===== config.mk =====
export PLATFORM = sky130hd
export DESIGN_NAME = array_list_insert_find_delete
export DESIGN_NICKNAME = d
export VERILOG_FILES = /design/src/sv/alifd_pkg.sv /design/src/sv/alifd_ctrl.sv /design/src/sv/alifd_dp.sv /design/src/sv/array_list_insert_find_delete.sv
export SDC_FILE = /design/constraint.sdc
export NUM_CORES = 1
export LEC_CHECK = 0
export ABC_AREA = 0
export BUFFER_PORTS_ARGS = -buffer_cell sky130_fd_sc_hd__buf_2
export CELL_PAD_IN_SITES_DETAIL_PLACEMENT = 2
export CELL_PAD_IN_SITES_GLOBAL_PLACEMENT = 2
export CORE_MARGIN = 2
export CORE_UTILIZATION = 42
export DETAILED_ROUTE_END_ITERATION = 6
export PLACE_DENSITY_LB_ADDON = 0.1
export SYNTH_ARGS = -nofsm -noshare
export SYNTH_HDL_FRONTEND = slang
export SYNTH_SLANG_ARGS = --single-unit

===== constraint.sdc =====
create_clock -name clk -period 5.95 [get_ports clk]
set_clock_uncertainty 0.1 [all_clocks]
set_input_delay 1.785 -clock clk [delete_from_list [all_inputs] [get_ports clk]]
set_output_delay 1.785 -clock clk [all_outputs]
set_load 0.05 [all_outputs]

===== src/sv/alifd_pkg.sv =====
package alifd_pkg;

	localparam int CAPACITY = 8;
	localparam int CNT_W    = $clog2(CAPACITY + 1);

	localparam logic [1:0] ACT_INSERT = 2'd0;
	localparam logic [1:0] ACT_FIND   = 2'd1;
	localparam logic [1:0] ACT_DELETE = 2'd2;

	typedef enum logic [2:0] {
		ST_OK        = 3'd0,
		ST_FULL      = 3'd1,
		ST_BAD_POS   = 3'd2,
		ST_EMPTY_POS = 3'd3,
		ST_NOT_FOUND = 3'd4
	} status_t;

	typedef enum logic {
		CS_IDLE,
		CS_EXEC
	} ctrl_state_t;

	typedef struct packed {
		logic load;
		logic exec;
	} dp_cmd_t;

	typedef struct packed {
		logic out_free;
	} dp_sts_t;

endpackage


===== src/sv/alifd_ctrl.sv =====
module alifd_ctrl
	import alifd_pkg::*;
(
	input  logic    clk,
	input  logic    arst_n,
	input  logic    s_tvalid,
	output logic    s_tready,
	input  dp_sts_t sts,
	output dp_cmd_t cmd
);

	ctrl_state_t state_q;
	ctrl_state_t state_d;

	always_ff @(posedge clk or negedge arst_n) begin
		if (!arst_n) begin
			state_q <= CS_IDLE;
		end else begin
			state_q <= state_d;
		end
	end

	always_comb begin
		state_d  = state_q;
		s_tready = 1'b0;
		cmd      = '0;
		case (state_q)
			CS_IDLE: begin
				s_tready = 1'b1;
				if (s_tvalid) begin
					cmd.load = 1'b1;
					state_d  = CS_EXEC;
				end
			end
			CS_EXEC: begin
				if (sts.out_free) begin
					cmd.exec = 1'b1;
					state_d  = CS_IDLE;
				end
			end
			default: begin
				state_d = CS_IDLE;
			end
		endcase
	end

endmodule


===== src/sv/alifd_dp.sv =====
module alifd_dp
	import alifd_pkg::*;
(
	input  logic        clk,
	input  logic        arst_n,
	input  dp_cmd_t     cmd,
	output dp_sts_t     sts,
	input  logic [1:0]  action,
	input  logic [31:0] item_value,
	input  logic [8:0]  slot_index,
	input  logic        out_ready,
	output logic        out_valid,
	output logic [2:0]  status,
	output logic [7:0]  found_index
);

	logic [31:0]      entries_q [CAPACITY];
	logic [31:0]      entries_d [CAPACITY];
	logic [CNT_W-1:0] count_q;
	logic [CNT_W-1:0] count_d;

	logic [1:0]  act_q;
	logic [31:0] value_q;
	logic [8:0]  slot_q;

	logic        out_valid_q;
	status_t     out_status_q;
	logic [7:0]  out_index_q;

	status_t     res_status;
	logic [7:0]  res_index;
	logic        pos_neg;
	logic [8:0]  pos_u;
	logic [8:0]  cnt9;

	always_ff @(posedge clk) begin
		if (cmd.load) begin
			act_q   <= action;
			value_q <= item_value;
			slot_q  <= slot_index;
		end
	end

	always_comb begin
		entries_d  = entries_q;
		count_d    = count_q;
		res_status = ST_OK;
		res_index  = '0;
		pos_neg    = slot_q[8];
		pos_u      = {1'b0, slot_q[7:0]};
		cnt9       = 9'(count_q);
		case (act_q)
			ACT_INSERT: begin
				if (count_q == CNT_W'(CAPACITY)) begin
					res_status = ST_FULL;
				end else if (pos_neg || pos_u > cnt9) begin
					res_status = ST_BAD_POS;
				end else begin
					for (int i = 0; i < CAPACITY; i++) begin
						if (9'(i) == pos_u) begin
							entries_d[i] = value_q;
						end else if (9'(i) > pos_u) begin
							entries_d[i] = entries_q[(i > 0) ? i - 1 : 0];
						end
					end
					count_d = count_q + CNT_W'(1);
				end
			end
			ACT_FIND: begin
				res_status = ST_NOT_FOUND;
				for (int i = CAPACITY - 1; i >= 0; i--) begin
					if (9'(i) < cnt9 && entries_q[i] == value_q) begin
						res_status = ST_OK;
						res_index  = 8'(i);
					end
				end
			end
			ACT_DELETE: begin
				if (pos_neg || pos_u >= cnt9) begin
					res_status = ST_EMPTY_POS;
				end else begin
					for (int i = 0; i < CAPACITY; i++) begin
						if (9'(i) >= pos_u) begin
							entries_d[i] = entries_q[(i + 1 < CAPACITY) ? i + 1 : i];
						end
					end
					count_d = count_q - CNT_W'(1);
				end
			end
			default: begin
				res_status = ST_OK;
			end
		endcase
	end

	always_ff @(posedge clk) begin
		if (cmd.exec) begin
			entries_q    <= entries_d;
			out_status_q <= res_status;
			out_index_q  <= res_index;
		end
	end

	always_ff @(posedge clk or negedge arst_n) begin
		if (!arst_n) begin
			count_q     <= '0;
			out_valid_q <= 1'b0;
		end else begin
			if (cmd.exec) begin
				count_q     <= count_d;
				out_valid_q <= 1'b1;
			end else if (out_ready) begin
				out_valid_q <= 1'b0;
			end
		end
	end

	assign sts.out_free = !out_valid_q || out_ready;
	assign out_valid    = out_valid_q;
	assign status       = out_status_q;
	assign found_index  = out_index_q;

`ifndef SYNTHESIS
	a_count_bound: assert property (@(posedge clk) disable iff (!arst_n)
		count_q <= CNT_W'(CAPACITY))
		else $error("entry count above capacity");

	a_insert_grows: assert property (@(posedge clk) disable iff (!arst_n)
		cmd.exec && act_q == ACT_INSERT && res_status == ST_OK
		|=> count_q == $past(count_q) + CNT_W'(1))
		else $error("insert did not grow the list");

	a_fail_keeps: assert property (@(posedge clk) disable iff (!arst_n)
		cmd.exec && res_status != ST_OK |=> count_q == $past(count_q))
		else $error("failed request changed the count");

	a_exec_free: assert property (@(posedge clk) disable iff (!arst_n)
		cmd.exec |-> sts.out_free)
		else $error("result overwritten before it was taken");

	a_index_ok: assert property (@(posedge clk) disable iff (!arst_n)
		out_valid_q && out_index_q != 8'd0 |-> out_status_q == ST_OK)
		else $error("position given with a failing status");
`endif

endmodule


===== src/sv/array_list_insert_find_delete.sv =====
// a request is registered in the controller's load step on acceptance, and its
// result in the execute step once the result register is free; no new request
// enters until then; all entries shift or compare in parallel in the execute step
// the result register lets the next request in while a result waits
// reset clears the entry count, the controller and the result valid flag;
// entry storage is not cleared
module array_list_insert_find_delete
	import alifd_pkg::*;
(
	input  logic        clk,
	input  logic        arst_n,
	input  logic        s_tvalid,
	output logic        s_tready,
	input  logic [47:0] s_tdata,  // item_value[31:0], slot_index[40:32], zero pad
	input  logic [1:0]  s_tuser,  // action[1:0]
	output logic        m_tvalid,
	input  logic        m_tready,
	output logic [7:0]  m_tdata,  // found_index[7:0]
	output logic [2:0]  m_tuser   // status[2:0]
);

	dp_cmd_t cmd;
	dp_sts_t sts;

	alifd_ctrl u_ctrl (
		.clk      (clk),
		.arst_n   (arst_n),
		.s_tvalid (s_tvalid),
		.s_tready (s_tready),
		.sts      (sts),
		.cmd      (cmd)
	);

	alifd_dp u_dp (
		.clk         (clk),
		.arst_n      (arst_n),
		.cmd         (cmd),
		.sts         (sts),
		.action      (s_tuser),
		.item_value  (s_tdata[31:0]),
		.slot_index  (s_tdata[40:32]),
		.out_ready   (m_tready),
		.out_valid   (m_tvalid),
		.status      (m_tuser),
		.found_index (m_tdata)
	);

endmodule


== Word level (Yosys, flattened, before mapping) ==
Cells that the tools add are included.
Cells by class
  div/mod/pow operators: 0
  reduce and logical (&&, ||, !) cells: 30
  shifts and indexed selects: 0
  $lt $le $gt $ge: 24
  equal/unequal tests: 35
  bitwise logic cells: 5
  mux-type cells: 58
  $mul: 0
  add/subtract/negate cells: 2
Operators with widths (count)
  two-way mux 256 bit: 3
  two-way mux 32 bit: 22
  one-hot mux 256 bit (2 select lines): 1
  == test 32 bit: 8
  AND reduction 7 bit: 7
  two-way mux 3 bit: 13
  == test 3 x 8 -> 1 bit (first input constant): 4
  greater-than comparator 3 x 8 -> 1 bit (first input constant): 4
  greater-or-equal comparator 3 x 8 -> 1 bit (first input constant): 3
  inequality test 3 x 1 -> 1 bit (second input constant): 6
  == test 2 x 8 -> 1 bit (first input constant): 2
  greater-or-equal comparator 1 x 8 -> 1 bit (first input constant): 2
  greater-or-equal comparator 2 x 8 -> 1 bit (first input constant): 2
  greater-than comparator 2 x 8 -> 1 bit (first input constant): 2
  < comparator 3 x 4 -> 1 bit (first input constant): 4
  inequality test 2 x 1 -> 1 bit (second input constant): 8
  two-way mux 4 bit: 3
  two-way mux 1 bit: 9
  one-hot mux 3 bit (3 select lines): 1
  == test 1 x 8 -> 1 bit (first input constant): 1
  greater-or-equal comparator 8 x 4 -> 1 bit: 1
  greater-than comparator 1 x 8 -> 1 bit (first input constant): 1
  greater-than comparator 8 x 4 -> 1 bit: 1
  logical AND 1 bit: 8
  23 further kinds: 38
Word-level totals
  ROM bits: 0
  input bits: 54
  bits in writable memories: 0
  output and inout bits: 13
  memories: 0
  register bits: 316
  latch bits: 0
  word-level logic and storage cells: 173

== Depth between registers and ports, before layout ==
  depth in word-level cells: 11
  depth in mapped cells: 10
  mapped depth without buffers: 9

== By module ==
A second synthesis with hierarchy kept.
Second synthesis, totals
  cells, all modules: 1685
  area, all modules: 17853.4 sq um
Modules (own cells, without submodules)
  alifd_dp: area each 17799.6 sq um, times used 1, cells an instance 1679, seq. area each 9283.9 sq um
  alifd_ctrl: area each 53.8 sq um, times used 1, cells an instance 6, seq. area each 25.0 sq um

== Worst setup path after synthesis ==
OpenSTA, ideal clock, no wires.
  path kind: in2reg
  start: input port m_tready
  end: register u_dp.entries_q[224] (netlist name), enable pin
  required time: 5459 ps
  slack: 403 ps
  buffers on the path: 1
  stages: 7
  data arrival time: 5056 ps
  cell sequence: nand2b_1 nand2_1 or3_1 a211o_1 buf_2 nor2_1 o21a_1
On the way
  longest elaborated chain between the ends: 4
Ends and longest elaborated chain
  start: declaration: RTL line array_list_insert_find_delete.sv:17  | input logic m_tready,
  logical OR 1 bit: RTL line alifd_dp.sv:118  | assign sts.out_free = !out_valid_q || out_ready;
  two-way mux 1 bit: RTL line alifd_ctrl.sv:36  | if (sts.out_free) begin
  two-way mux 1 bit: RTL line alifd_ctrl.sv:27  | case (state_q)
  AND reduction 7 bit (no line)
  end signal: assignment: RTL line alifd_dp.sv:98  | entries_q <= entries_d;
  end: declaration: RTL line alifd_dp.sv:17  | logic [31:0] entries_q [CAPACITY];
Every way passes these cells.
A chain may end at the register's enable or synchronous reset.

== Worst setup path in the final report ==
  start: input port m_tready
  end: register u_dp.entries_q[40] (netlist name), enable pin
Same word-level chain as after synthesis.

==> metrics.md <==
| Metric | Value |
|---|---|
| R2r setup slk | `2190 ps` |
| Row cnt | `75` |
| # diodes | `0` |
| Critical Path AT | `slightly above 4000 ps` |
| Clock transition at path regs | `60 ps` |
| Core footprint | `0.0419 mm2` |
| Synth area leaders | `edfxtp_1 (51%), mux2i_1 (10%), nand2_1 (7.6%)` |
| WS Path Type | `in2reg` |
| Pins Over Slew Limit | `0` |
| Crit path launch type | `input port` |
| Clock sinks | `roughly 310` |
| Per-cell routed wire length | `around 28 um` |
| Placed cell count | `roughly 2.2k` |
| Total number of yosys warnings | `0` |
| Mapped cell area | `between 0.015 and 0.02 mm2` |
| Die Span Y | `210 um` |
| HPWL Detailed | `around 45 mm` |
| Hold Fails Final Rpt | `0` |
| WL final | `63.6 mm` |
| Worst EP required | `slightly above 6000 ps` |
| I/O pin cnt | `67` |
| Post-synth EDFFs | `about 310` |
| CTS HTree Levels | `2` |
| Total grt overflow | `0` |
| Min-delay src | `u_dp.out_valid$_DFFE_PN0P_` |
| Hold Buf Count CTS | `0` |
| # DRC | `0` |
| Final setup fails | `0` |
| Fin crit share | `between 60 and 70%` |
| Pre-antenna DRT Iters | `5` |
| Post-synthesis compound-gate area fraction | `slightly below 8%` |
| Post-CTS Setup Inserts | `0` |
| Static Leak | `about 0.0071 uW` |
| Synth-to-layout area growth | `10.3%` |
| Worst-Skew Late Latency | `580 ps` |
| Largest net degree at the start of global routing | `194` |
| Worst-path fanout max | `32` |
| Netlist cell types | `48` |
| Final Total Pwr | `about 6000 uW` |
| FFs w/ async S/R, synth | `around 1.9%` |
| Synth Flop Type | `edfxtp_1` |
| VDD IR max | `between 0.2 and 0.3 mV` |
| Initial antenna violation count | `0` |
| Global-route wire length before repair | `~94 mm` |
| Input/output buffers | `between 50 and 60` |
| Synth cell count leaders | `nand2_1 (361), edfxtp_1 (305), mux2i_1 (186)` |
| Synthesized-area fraction occupied by and/or/nand/nor cells | `12.1%` |
| Xor/xnor share of the synthesized area | `12.6%` |
| Worst min path class | `reg2reg` |
| PwrDens | `just over 300 mW/mm2` |
| Final setup TNS | `0 ps` |
| Non-Filler Instances | `~2.2k` |
| Vias in the first global route | `approximately 14k` |
| Synthesized instance count | `roughly 1.7k` |
| Synth Area in Adders | `less than 1%` |
| Mux contribution to synthesized area | `approximately a tenth` |
| Peak Freq | `roughly 250 MHz` |
| Register area share after synthesis | `52.2%` |
| Layout net count | `1744` |
| Resized cells post-CTS | `0` |
| Worst-Margin Slew | `between 1000 and 1500 ps` |
| Main combinational cell family by area after synthesis | `XOR/XNOR gates` |
| Via count | `13.2k` |
| Layout cells sized above 1 | `about a tenth` |
| Starting Density | `a little over two fifths` |
| CTS tree | `done` |
| DRT iter0 DRCs | `between 900 and 1k` |
| Slew margin rel. | `approximately a quarter` |
| Status | `finished clean` |
| Max-cap violation count | `0` |
| GP Congestion | `0.833` |
| Antenna-violating nets left | `0` |
| Placement Setup Slack | `about 1300 ps` |
| Mean post-synth cell area | `roughly 11 um2` |
| TritonCTS Buffers | `39` |
| Reg-to-Reg Start | `u_dp.slot_q[1]$_DFFE_PP_` |
| Synthesis-stage register bit count | `just over 300` |
| Min Tclk post-route | `roughly 4000 ps` |
| CP startpoint | `m_tready` |
| Top-count cell post-synth | `nand2_1` |
| Critical path capture point type | `register` |
| Die ar. | `0.0441 mm2` |
| Clock root buffer | `clkbuf_16` |
| Yosys top cell area share | `51.4%` |
| RSZ-0062 raised after global routing | `no` |
| Bufs on Longest Clock Path | `3` |
| Top cell type by total area after synthesis | `edfxtp_1` |
| Hold Slack | `between 400 and 500 ps` |
| Die X | `~210 um` |
| GRT Total Usage | `between 20 and 30%` |
| Post-DR vias/cell | `around 6` |
| Fin worst setup slack | `slightly below 2000 ps` |
==> layout by cell type, fill, tap and decap left out, types with 10 or more instances in the layout <==
cell type and n:
o21ai_0 141, nor2_1 21, nor4_1 37, buf_4 48, mux2i_1 186, nand2_1 360
inv_1 11, edfxtp_1 305, o21ai_1 59, buf_2 54, clkbuf_1 15, nor3_1 10
clkbuf_16 39, a21oi_1 43, nand3_1 11, xor2_1 143, nand4_1 32, xnor2_1 114
==> area by class of cell <==
type | count | area (um2)
Sequential cell | 311 | 9310
Clock buffer | 54 | 1030
Inverter | 11 | 41.3
Multi-Input combinational cell | 1216 | 7850
Fill cell | 4287 | 22300
Clock inverter | 14 | 104
Tap cell | 539 | 674
Timing Repair Buffer | 103 | 651
==> worst max-delay path, cell delays in order <==
cell and delay, ps:
buf_2 80, nand2b_1 120, nand2_1 90, or3_1 390
a211o_1 490, or3_1 470, a31oi_4 160, buf_4 490
==> metal layers <==
metal  track usage [%]  part of all wire (%)
met5                 0                     0
met4              6.55                   2.1
met2              50.4                    50
met1              38.4                    44
met3              3.86                   3.8
==> state kept, by name, summed over array words and instances (netlist names) <==
name	flops
u_ctrl.state_q	1
u_dp.act_q	2
u_dp.count_q	4
u_dp.entries_q	256
u_dp.found_index	3
u_dp.out_valid	1
u_dp.slot_q	9
u_dp.status	3
u_dp.value_q	32
==> path summary, 6_finish.rpt <==
kind | cells after the start | endpoint
min reg2reg | 2 | u_dp.out_valid$_DFFE_PN0P_
max in group asynchronous | 1 | u_dp.count_q[2]$_DFFE_PN0P_
min in group asynchronous | 1 | u_dp.out_valid$_DFFE_PN0P_
min | 2 | u_dp.out_valid$_DFFE_PN0P_
max | 8 | u_dp.entries_q[40]$_DFFE_PP_
max reg2reg | 9 | u_dp.entries_q[40]$_DFFE_PP_
==> cells by family (layout without fill, tap and decap cells) <==
| kind of cell | after synthesis | in the layout |
|---|---|---|
| xor+xnor | 257 | 257 |
| mux | 186 | 186 |
| compound gates | 264 | 264 |
| simple gates | 496 | 496 |
| buf+inv | 164 | 182 |
| flops | 311 | 311 |
| other cells | 1 | 5 |
| fa+ha+maj | 8 | 8 |
==> metrics by stage <==
step | cell area, um2 | util [%]
2_1_floorplan | 17800 | -
3_3_place_gp | 18500 | 44.2
3_5_place_dp | 18500 | 44.2
4_1_cts | 19700 | 46.9
5_1_grt | 19700 | 46.9
6_report | 19700 | 46.9
==> report_power, final <==
group          internal, uW  switching, uW  total, uW
combinational           360            865       1220
sequential             2550            108       2660
clock                  1260            978       2230
Note: power is estimated with default switching activity, not from simulation.
